### src/hw/rtl/gnsc_pkg.sv
// Package for the grid neighbor state counter.
// Holds request/result payload types, register indexes, and controller types.
// No dependencies.
`default_nettype none

package gnsc_pkg;

  localparam int TALLY_DEPTH = 16;
  localparam int MAX_OUT     = 16;
  localparam int ADDR_W      = 5;
  localparam int DATA_W      = 32;

  localparam logic REQ_WRITE = 1'b0;
  localparam logic REQ_QUERY = 1'b1;

  localparam logic [2:0] REG_GRID_ROWS  = 3'd0;
  localparam logic [2:0] REG_GRID_COLS  = 3'd1;
  localparam logic [2:0] REG_NUM_STATES = 3'd2;
  localparam logic [2:0] REG_WRAP_EDGES = 3'd3;
  localparam logic [2:0] REG_EIGHT_NBRS = 3'd4;

  localparam logic [6:0] GRID_ROWS_RST  = 7'd64;
  localparam logic [6:0] GRID_COLS_RST  = 7'd64;
  localparam logic [4:0] NUM_STATES_RST = 5'd16;

  localparam logic [2:0] NBR_LAST = 3'd7;

  typedef struct packed {
    logic       req_type;
    logic [5:0] row;
    logic [5:0] col;
    logic [3:0] cell_state;
  } req_t;

  typedef struct packed {
    logic [3:0] state_index;
    logic [3:0] neighbor_count;
    logic       last;
  } res_t;

  typedef struct packed {
    logic [6:0] rows;
    logic [6:0] cols;
    logic [3:0] ns_last;
    logic       wrap;
    logic       diag;
  } cfg_t;

  typedef struct packed {
    logic load;
    logic write;
    logic read;
    logic emit;
  } cmd_t;

  typedef struct packed {
    logic nbr_last;
    logic state_last;
  } sts_t;

  typedef enum logic [1:0] {
    S_IDLE,
    S_READ,
    S_DRAIN,
    S_EMIT
  } state_t;

endpackage

`default_nettype wire

### src/hw/rtl/gnsc_ctrl.sv
// Controller state machine for the grid neighbor state counter.
// Sequences writes, neighbor reads and result transfers; uses gnsc_pkg.
`default_nettype none

module gnsc_ctrl (
  input  wire logic          clk,
  input  wire logic          rst,
  input  wire logic          start,
  input  wire logic          req_type,
  input  wire gnsc_pkg::sts_t sts,
  output gnsc_pkg::cmd_t     cmd,
  output logic               busy,
  output logic               done
);

  gnsc_pkg::state_t state;
  gnsc_pkg::state_t state_next;

  always_ff @(posedge clk) begin
    if (rst) begin
      state <= gnsc_pkg::S_IDLE;
    end else begin
      state <= state_next;
    end
  end

  always_comb begin
    state_next = state;
    cmd        = '0;
    busy       = 1'b1;
    done       = 1'b0;
    case (state)
      gnsc_pkg::S_IDLE: begin
        busy = 1'b0;
        if (start) begin
          if (req_type == gnsc_pkg::REQ_QUERY) begin
            cmd.load   = 1'b1;
            state_next = gnsc_pkg::S_READ;
          end else begin
            cmd.write = 1'b1;
          end
        end
      end
      gnsc_pkg::S_READ: begin
        cmd.read = 1'b1;
        if (sts.nbr_last) begin
          state_next = gnsc_pkg::S_DRAIN;
        end
      end
      gnsc_pkg::S_DRAIN: begin
        state_next = gnsc_pkg::S_EMIT;
      end
      gnsc_pkg::S_EMIT: begin
        cmd.emit = 1'b1;
        done     = 1'b1;
        if (sts.state_last) begin
          state_next = gnsc_pkg::S_IDLE;
        end
      end
      default: begin
        state_next = gnsc_pkg::S_IDLE;
      end
    endcase
  end

endmodule

`default_nettype wire

### config.mk
export PLATFORM = sky130hd
export DESIGN_NAME = gnsc_ctrl
export DESIGN_NICKNAME = d
export VERILOG_FILES = /design/src/hw/rtl/gnsc_pkg.sv /design/src/hw/rtl/gnsc_ctrl.sv
export SDC_FILE = /design/constraint.sdc
export NUM_CORES = 1
export LEC_CHECK = 0
export ABC_CLOCK_PERIOD_IN_PS = 1500
export BUFFER_PORTS_ARGS = -buffer_cell sky130_fd_sc_hd__buf_2
export CAP_MARGIN = 20
export CORE_AREA = 2 2 39 41
export DETAILED_ROUTE_END_ITERATION = 10
export DIE_AREA = 0 0 41 43
export GPL_ROUTABILITY_DRIVEN = 1
export PLACE_DENSITY_LB_ADDON = 0.1
export RECOVER_POWER = 50
export SLEW_MARGIN = 15
export SYNTH_ARGS = -nofsm -noshare
export SYNTH_HDL_FRONTEND = slang
export SYNTH_SLANG_ARGS = --single-unit
### constraint.sdc
create_clock -name clk -period 1.5 [get_ports clk]
set_input_delay 0.15 -clock clk [delete_from_list [all_inputs] [get_ports clk]]
set_output_delay 0.15 -clock clk [all_outputs]
set_load 0.01 [all_outputs]
==> metrics.csv, run 1 <==
stage,metric,value,unit
placement,io_buffer_count,11,
power,leakage,0.1470,nW
worst_hold_path,hp-class,input port to flop,
floorplanning,io_pins,12,
clocking,cts_hold_buffers,0,
cells_and_area,drive_gt1_frac,0.3333,
timing,slew-limit-headroom,0.9218,
cells_and_area,seqCellArea,40.04,um2
setup_path,criticalPathCategory,flop to output port,
timing,setup_tns,0,ps
timing,setup_viol,0,
setup_path,critPathArrivalTime,1230,ps
clocking,cts_tree,built,
yosys,ys_seq_area_frac,0.2025,
cells_and_area,synthToLayoutAreaGrowth,43.04,%
yosys,synth_area,197.7,um2
clocking,post_cts_buffers,0,
cells_and_area,nNetsFinal,48,
clocking,cts_buffers,3,
floorplanning,initial_core_util,0.1429,
cells_and_area,layout_common_cells,"buf_2, nand2b_1, ha_1, clkbuf_1",
yosys,ys_seq_elements,2,
timing,period_share,0.9170,
route,drc,0,
clocking,clkSlewWorstSetupHoldPaths,30,ps
route,num_vias,185,
yosys,yosysUniqueCellTypes,13,
global_route,grt_pass1_wl,558,um
floorplanning,fp.dieW,41,um
cells_and_area,top_register,state,
route,postRouteWirelength,414,um
timing,slew_violations,0,
timing,fmax,727.0,MHz
setup_path,crit_path_start_kind,flop,
route,antenna_left,0,
setup_path,critical_path.max_fanout,5,
timing,rsz0062_at_grt,no,
timing,tightest_slew,114.0,ps
floorplanning,placementRows,14,
route,routedWlPerCell,7.962,um
timing,min_period,1375,ps
cells_and_area,largest_reg_flops,2,
placement,placed_cells,49,
yosys,yosys_warnings,0,
clocking,clock_path_buffers,2,
global_route,antenna_found_initial,0,
yosys,syn_nets,33,
setup_path,required,1350,ps
clocking,ctsResizeCount,0,
clocking,clkSinkCount,2,
cells_and_area,fillers,160,
yosys,synthCells,23,
route,drt-initial-drc-count,2,
cells_and_area,reg_top3,state: 2 flops,
global_route,grt_pass1_vias,159,
power,ir_drop,511.1,uV
timing,fin_skew,0.5238,ps
floorplanning,fp.coreArea,1384,um2
power,p_per_area,1751,nW/um2
cells_and_area,insertedDiodeCount,0,
global_route,grt_max_degree,6,
clocking,cts-htree-levels,1,
clocking,clk_latency,220,ps
route,drtPass1Iterations,4,
setup_path,endpoint_kind,output port,
yosys,syn_avg_cell_area,8.595,um2
status,status,"complete, no violations",
job,maxCapViolCount,0,
cells_and_area,multi_input_area,138.9,um2
route,viasPerCell,3.558,
timing,hold_violations,0,
global_route,grt.overflow.total,0,
cells_and_area,final_common_cell,buf_2,
global_route,track_usage,0.05400,
clocking,clock-root-buffer,clkbuf_4,
placement,gp_congestion,0.5566,
cells_and_area,fin_cells,52,
floorplanning,die_h,43,um
floorplanning,fp.dieArea,1763,um2
## per-stage QoR
step / util / area (um2) / setup WS, ps / total power, mW / hold WS, ps
6_report: 0.2043 / 282.8 / 124.6 / 0.4951 / 201.7
5_1_grt: 0.2043 / 282.8 / 33.82 / 0.5474 / 221.8
4_1_cts: 0.2080 / 287.8 / 99.05 / 0.5212 / 198.2
3_5_place_dp: 0.1917 / 265.3 / 159.8 / 0.3934 / 437.1
3_3_place_gp: 0.1917 / 265.3 / 167.0 / 0.3956 / 443.8
2_1_floorplan: - / 197.7 / 279.9 / 0.3119 / 304.9
## layout make-up
cell class | count | share of cell area
well taps | 16 | 0.07080
repair buffers | 11 | 0.1770
multi-input cells | 17 | 0.4912
clock buffers | 3 | 0.07965
flip-flops and latches | 2 | 0.1416
inverters | 3 | 0.03982
## cells by family after synthesis
logic type               synth area share
buffers and inverters             0.09495
multiplexers                      0.05063
flip-flops                         0.2025
AND/OR/NAND/NOR                    0.2785
AO/OA/AOI/OAI                      0.1203
adder cells (fa/ha/maj)            0.2532
## power breakdown
part | internal, mW | total (mW) | leakage, nW | switching, mW
Clock | 0.0884 | 0.121 | 0.0138 | 0.0322
Sequential | 0.0768 | 0.0997 | 0.0164 | 0.0230
Combinational | 0.137 | 0.275 | 0.117 | 0.138
Total | 0.302 | 0.495 | 0.147 | 0.193
## synthesized netlist by cell type
cell type / n / area share
buf_4: 1 / 0.038
a21bo_1: 1 / 0.051
inv_1: 3 / 0.057
mux2i_1: 1 / 0.051
nand2_1: 1 / 0.019
and3_2: 1 / 0.038
and3_4: 1 / 0.057
ha_1: 4 / 0.25
dfxtp_1: 2 / 0.20
o21a_1: 1 / 0.038
nor2_1: 2 / 0.038
nand2b_1: 4 / 0.13
a31oi_1: 1 / 0.032
## path summary, 6_finish.rpt
check | end | startpoint | cells past startpoint | slack [ps]
hold reg to reg | state[1] | state[1] | 2 | 520
hold / removal | state[0] | rst | 3 | 200
setup / recovery | cmd[3] | state[0] | 4 | 120
setup reg to reg | state[1] | state[0] | 5 | 180
## worst max-delay path, cell delays in order (launching register included)
cell     delay (ps)
dfxtp_1         370
inv_1            80
ha_1            240
and3_2          180
buf_2           130
## per-layer routing
metal / GRT usage / routed length [um] / vias to the layer above
met2: 0.05625 / 148 / 11
met4: 0.04000 / 0 / 0
met5: 0 / 0 / -
met1: 0.05714 / 201 / 74
met3: 0.06283 / 64 / 0
li1: - / - / 100
Power figures use the tool's default switching activity.
==> run 2, diff against run 1 <==
--- a/config.mk
+++ b/config.mk
@@ -5,7 +5,7 @@
 export SDC_FILE = /design/constraint.sdc
 export NUM_CORES = 1
 export LEC_CHECK = 0
-export ABC_CLOCK_PERIOD_IN_PS = 1500
+export ABC_CLOCK_PERIOD_IN_PS = 1700
 export BUFFER_PORTS_ARGS = -buffer_cell sky130_fd_sc_hd__buf_2
 export CAP_MARGIN = 20
 export CORE_AREA = 2 2 39 41
==> constraint.sdc (replaced) <==
create_clock -name clk -period 1.7 [get_ports clk]
set_input_delay 0.17 -clock clk [delete_from_list [all_inputs] [get_ports clk]]
set_output_delay 0.17 -clock clk [all_outputs]
set_load 0.01 [all_outputs]
==> run 2 against run 1 <==
  * Utilization unchanged
  * Routed wire length increased by 3.9%
  * Die area unchanged
  * Cell count unchanged
  * Worst setup slack improved by 180 ps
  * Clock skew increased by 2.4 ps
  * Non-clock buffer count unchanged
  * Flip-flop and latch count unchanged
  * Critical path type unchanged
  * Largest cell class unchanged
==> metrics.csv, run 2 (same netlist as run 1, synthesis figures left out) <==
stage,metric,value,unit,change
worst_hold_path,hp-class,input port to flop,,
setup_path,criticalPathCategory,flop to output port,,
setup_path,endpoint_kind,output port,,
timing,slew-limit-headroom,0.8976,,-0.02422
route,num_vias,176,,-4.9%
timing,fin_skew,2.894,ps,+2.370 ps
clocking,clk_latency,230,ps,about the same
global_route,antenna_found_initial,0,,unchanged
placement,placed_cells,49,,unchanged
clocking,cts_buffers,3,,unchanged
global_route,track_usage,0.06112,,+0.007122
placement,post-dp-hpwl,363.6,um,
job,maxCapViolCount,0,,unchanged
setup_path,r2r_start,state[0],,
clocking,cts_hold_buffers,0,,unchanged
setup_path,required,1530,ps,+180 ps
clocking,clock_path_buffers,2,,unchanged
timing,fmax,714.1,MHz,
placement,gp_congestion,0.6529,,+17%
cells_and_area,largest_reg_flops,2,,unchanged
setup_path,reg2reg_to,state[1],,
power,p_per_area,1556,nW/um2,-11%
clocking,clkSinkCount,2,,unchanged
route,routedWlPerCell,8.269,um,+3.9%
route,drt-initial-drc-count,4,,+2
timing,tightest_slew,153.6,ps,+39.59 ps
timing,min_period,1400,ps,
setup_path,cpMaxStageDelayCell,dfxtp_1,,
route,drtPass1Iterations,4,,unchanged
cells_and_area,layout_common_cells,"buf_2, nand2b_1, ha_1, clkbuf_1",,
timing,hold_violations,0,,unchanged
setup_path,critical_path.max_fanout,5,,unchanged
setup_path,crit_path_start_kind,flop,,
worst_hold_path,hp-start,rst,,
setup_path,critPathArrivalTime,1230,ps,about the same
clocking,clkSlewWorstSetupHoldPaths,30,ps,about the same
clocking,cts_tree,built,,
timing,slew_violations,0,,unchanged
route,antenna_left,0,,unchanged
placement,placed_cell_area,265.3,um2,unchanged
floorplanning,io_pins,12,,unchanged
cells_and_area,fin_cells,52,,unchanged
timing,period_share,0.8237,,
setup_path,r2r_setup_slack,380,ps,+200 ps
global_route,grt_pass1_vias,164,,+3.1%
timing,setup_viol,0,,unchanged
route,drc,0,,unchanged
global_route,grt_pass1_wl,627,um,+12%
cells_and_area,insertedDiodeCount,0,,unchanged
clocking,post_cts_buffers,0,,unchanged
timing,rsz0062_at_grt,no,,
setup_path,crit_start,state[0],,
route,viasPerCell,3.385,,-4.9%
cells_and_area,reg_top3,state: 2 flops,,
cells_and_area,top_register,state,,
clocking,ctsResizeCount,0,,unchanged
floorplanning,fp.dieW,41,um,unchanged
timing,holdWs,219.0,ps,+17.28 ps
power,leakage,0.1470,nW,unchanged
cells_and_area,postLayoutCoreUtil,0.2043,,unchanged
power,ir_drop,480.5,uV,-6.0%
cells_and_area,nNetsFinal,48,,unchanged
global_route,grt_max_degree,6,,unchanged
setup_path,ff2ff_path_depth,5,,unchanged
clocking,cts-htree-levels,1,,unchanged
floorplanning,fp.dieArea,1763,um2,unchanged
floorplanning,die_h,43,um,unchanged
timing,setup_tns,0,ps,unchanged
status,status,"complete, no violations",,
cells_and_area,synthToLayoutAreaGrowth,43.04,%,unchanged
cells_and_area,drive_gt1_frac,0.3333,,unchanged
worst_hold_path,hold_depth,3,,unchanged
floorplanning,initial_core_util,0.1429,,unchanged
cells_and_area,stdcell_area,282.8,um2,unchanged
placement,io_buffer_count,11,,unchanged
cells_and_area,final_common_cell,buf_2,,
floorplanning,placementRows,14,,unchanged
clocking,clock-root-buffer,clkbuf_4,,
route,postRouteWirelength,430,um,+3.9%
setup_path,slowest_delay,360,ps,about the same
global_route,grt.overflow.total,0,,unchanged
floorplanning,fp.coreArea,1384,um2,unchanged
setup_path,crit_chain,"inv_1, ha_1, and3_2, buf_2",,
worst_hold_path,hold_end,state[0],,
run 2: cell counts in the layout (fill, tap and decap cells not counted):
No cell type changed its count.
run 2: worst max-delay path by stage:
| stage | to | slack [ps] | depth (start not counted) |
|---|---|---|---|
| 2_1_floorplan | state[0] | 480 | 5 |
| 3_3_place_gp | state[0] | 390 | 5 |
| 3_5_place_dp | state[0] | 370 | 5 |
| 4_1_cts | cmd[3] | 280 | 4 |
| 5_1_grt | cmd[3] | 180 | 4 |
| 6_report | cmd[3] | 300 | 4 |
run 2: final cells by class:
class	instances	area (um2)
Fill cell	162	1101
Multi-Input combinational cell	17	138.9
Timing Repair Buffer	11	50.05
Sequential cell	2	40.04
Clock buffer	3	22.52
Tap cell	16	20.02
Inverter	3	11.26
run 2: power breakdown:
| part | total, mW | leakage, nW | internal [mW] | switching (mW) |
|---|---|---|---|---|
| Combinational | 0.247 | 0.117 | 0.120 | 0.127 |
| Clock | 0.105 | 0.0138 | 0.0778 | 0.0270 |
| Sequential | 0.0879 | 0.0164 | 0.0678 | 0.0202 |
run 2: worst max-delay path, delay by kind of cell, from the launching register on:
kind          cells  cell delay, ps
flops             1             360
simple gates      1             180
fa+ha+maj         1             250
buf+inv           2             210
run 2: layer usage:
metal	wire length (um)	share of wire	global-route usage
met4	0	0	0.06000
met5	0	0	0
met3	64	0.15	0.06283
met1	215	0.50	0.06070
met2	150	0.35	0.06563
run 2: metrics by stage:
stage	worst slack, ps	power [mW]
6_report	299.7	0.4401
5_1_grt	183.4	0.4924
4_1_cts	275.7	0.4611
3_5_place_dp	365.7	0.3486
3_3_place_gp	389.0	0.3477
2_1_floorplan	479.9	0.2752
==> run 3, diff against run 2 <==
--- a/config.mk
+++ b/config.mk
@@ -5,7 +5,8 @@
 export SDC_FILE = /design/constraint.sdc
 export NUM_CORES = 1
 export LEC_CHECK = 0
-export ABC_CLOCK_PERIOD_IN_PS = 1700
+export ABC_AREA = 1
+export ABC_CLOCK_PERIOD_IN_PS = 1400
 export BUFFER_PORTS_ARGS = -buffer_cell sky130_fd_sc_hd__buf_2
 export CAP_MARGIN = 20
 export CORE_AREA = 2 2 39 41
==> constraint.sdc (replaced) <==
create_clock -name clk -period 1.4 [get_ports clk]
set_input_delay 0.14 -clock clk [delete_from_list [all_inputs] [get_ports clk]]
set_output_delay 0.14 -clock clk [all_outputs]
set_load 0.01 [all_outputs]
==> run 3 against run 2 <==
  * Final area is 4.0% higher
  * Register-to-register slack worse by 50 ps
  * Die area stayed put
  * Combinational power is 59% higher
  * Sequential power is 24% higher
  * Synthesized cell count is 35% higher
  * First-iteration DRC count is 25% higher
  * Clock power is 22% higher
  * Worst setup slack worse by 180 ps
  * Sequential share of layout area is 0.54 points lower
  * Clock-buffer cell count stayed put
  * Critical endpoint unchanged
  * Highest routed layer unchanged
==> metrics.csv, run 3 <==
stage,metric,value,unit,change
timing,setup_viol,0,,unchanged
cells_and_area,drive_gt1_frac,0.3636,,+0.03030
timing,tightest_slew,132.9,ps,-20.65 ps
yosys,synth.top_cell.area_share,0.2424,,-0.01074
power,total_power,629.4,uW,+43%
floorplanning,initial_core_util,0.1492,,+0.006329
clocking,cts_buffers,3,,unchanged
timing,slew_violations,0,,unchanged
cells_and_area,layout_common_cells,"buf_2, inv_1, nand2_1",,
clocking,clk_latency,220,ps,about the same
clocking,post_cts_buffers,0,,unchanged
clocking,cts-htree-levels,1,,unchanged
yosys,synthArstFlopShare,0,,unchanged
cells_and_area,final_common_cell,buf_2,,
clocking,clock_path_buffers,2,,unchanged
power,netSwitchingFraction,0.4531,,+0.05754
setup_path,crit_path_start_kind,flop,,
placement,placed_cell_area,274.0,um2,+3.3%
placement,gp_congestion,0.6643,,+1.7%
job,maxCapViolCount,0,,unchanged
global_route,grt.overflow.total,0,,unchanged
power,power.switching,285.2,uW,+64%
timing,holdWs,169.0,ps,-50.04 ps
route,antenna_left,0,,unchanged
yosys,ys.flop_type,dfxtp_1,,
cells_and_area,fillers,163,,+0.62%
clocking,cts_tree,built,,
yosys,yosysUniqueCellTypes,11,,-2
yosys,yosys.area.top_type,ha_1,,
worst_hold_path,hp-class,input port to flop,,
clocking,ctsResizeCount,0,,unchanged
global_route,antenna_found_initial,0,,unchanged
setup_path,endpoint_kind,output port,,
power,p_per_area,2141,nW/um2,+38%
cells_and_area,nNetsFinal,56,,+17%
clocking,clock-root-buffer,clkbuf_4,,
route,num_vias,228,,+30%
floorplanning,die_h,43,um,unchanged
setup_path,criticalPathCategory,flop to output port,,
yosys,ys_seq_area_frac,0.1939,,-0.008592
placement,post-dp-hpwl,371.5,um,+2.2%
floorplanning,fp.dieArea,1763,um2,unchanged
timing,setup_ws,121.9,ps,-177.8 ps
timing,min_period,1278,ps,
timing,hold_violations,0,,unchanged
placement,placed_cells,57,,+16%
floorplanning,fp.dieW,41,um,unchanged
floorplanning,fp.coreArea,1384,um2,unchanged
yosys,synth_common_cells,"inv_1, nand2_1, ha_1, nor2_1, nand2_2",,
yosys,synth_area,206.4,um2,+4.4%
yosys,yosysMostFrequentCell,inv_1,,
setup_path,required,1260,ps,-270 ps
status,status,"complete, no violations",,
cells_and_area,fin_cells,60,,+15%
power,power_frac_clock,0.204,,-0.034
yosys,synth_edf_count,0,,unchanged
route,routedWlPerCell,7.400,um,-11%
cells_and_area,stdcell_area,294.0,um2,+4.0%
route,postRouteWirelength,444,um,+3.3%
clocking,clkSinkCount,2,,unchanged
placement,io_buffer_count,11,,unchanged
cells_and_area,synthToLayoutAreaGrowth,42.42,%,
yosys,yosys-top-cells-area,"ha_1, dfxtp_1, inv_1, nand2_1, nand2_2",,
yosys,yosys_warnings,0,,unchanged
setup_path,critPathArrivalTime,1140,ps,-90 ps
floorplanning,placementRows,14,,unchanged
floorplanning,io_pins,12,,unchanged
power,ir_drop,573.5,uV,+19%
timing,slew-limit-headroom,0.9118,,+0.01415
power,leakage,0.1807,nW,+23%
power,comb_power_share,0.624,,+0.062
route,viasPerCell,3.800,,+12%
route,drtPass1Iterations,4,,unchanged
clocking,cts_hold_buffers,0,,unchanged
route,drc,0,,unchanged
yosys,synthCells,31,,+35%
yosys,ys_seq_elements,2,,unchanged
power,p_int,344.2,uW,+29%
clocking,clkSlewWorstSetupHoldPaths,30,ps,about the same
placement,post-place-ws,305.9,ps,-59.82 ps
yosys,syn_nets,41,,+24%
timing,setup_tns,0,ps,unchanged
global_route,grt_pass1_vias,171,,+4.3%
power,seq_power_share,0.173,,-0.027
global_route,grt_pass1_wl,696,um,+11%
cells_and_area,top_register,state,,
timing,period_share,0.9129,,
cells_and_area,postLayoutCoreUtil,0.2125,,+0.008137
yosys,syn_avg_cell_area,6.660,um2,-23%
cells_and_area,largest_reg_flops,2,,unchanged
cells_and_area,insertedDiodeCount,0,,unchanged
timing,rsz0062_at_grt,no,,
global_route,track_usage,0.06413,,+0.003006
setup_path,critical_path.max_fanout,4,,-1
timing,fin_skew,3.316,ps,+0.4222 ps
timing,fmax,782.4,MHz,
global_route,grt_max_degree,5,,-1
cells_and_area,reg_top3,state: 2 flops,,
route,drt-initial-drc-count,5,,+1
-- run 3: cell families (layout without fill, tap and decap cells) --
family,Yosys count,in the layout,share of synthesized area
AO/OA/AOI/OAI,1,1,0.02422
adder cells (fa/ha/maj),4,4,0.2424
buffers and inverters,9,22,0.1818
flip-flops,2,2,0.1939
AND/OR/NAND/NOR,15,15,0.3576
-- run 3: worst max-delay path, stage by stage, from the launching register on --
cell and delay, ps:
dfxtp_1 310, inv_1 100, ha_2 220, inv_1 60, nor2_1 90, buf_2 130
-- run 3: path summary, 6_finish.rpt --
kind / start / endpoint / slack, ps / cells past startpoint
worst min-delay path: rst / state[1] / 170 / 4
worst max-delay path: state[0] / cmd[3] / 120 / 5
worst min register to register: state[0] / state[0] / 540 / 2
worst max register to register: state[1] / state[1] / 330 / 7
-- run 3: area by class of cell --
cell class	instances	area (um2)	share of cell area
multi-input combinational	20	128.9	0.4383
clock buffer	3	22.52	0.07660
inverter	8	30.03	0.1021
sequential	2	40.04	0.1362
tap	16	20.02	0.06809
timing repair buffer	11	52.55	0.1787
-- run 3: layer usage --
layer,wire (um),vias up,global-route usage
met5,0,-,0
met3,51,0,0.04712
met2,186,13,0.07500
li1,-,120,-
met4,0,0,0.06000
met1,206,95,0.07029
-- run 3: power by group through the flow --
stage / Clock, mW / Sequential (mW) / Combinational, mW
after floorplan: 0 / 0.107 / 0.297
after global placement: 0 / 0.113 / 0.397
after detailed placement: 0 / 0.111 / 0.397
after CTS: 0.140 / 0.110 / 0.398
after global routing: 0.150 / 0.114 / 0.458
final: 0.128 / 0.109 / 0.393
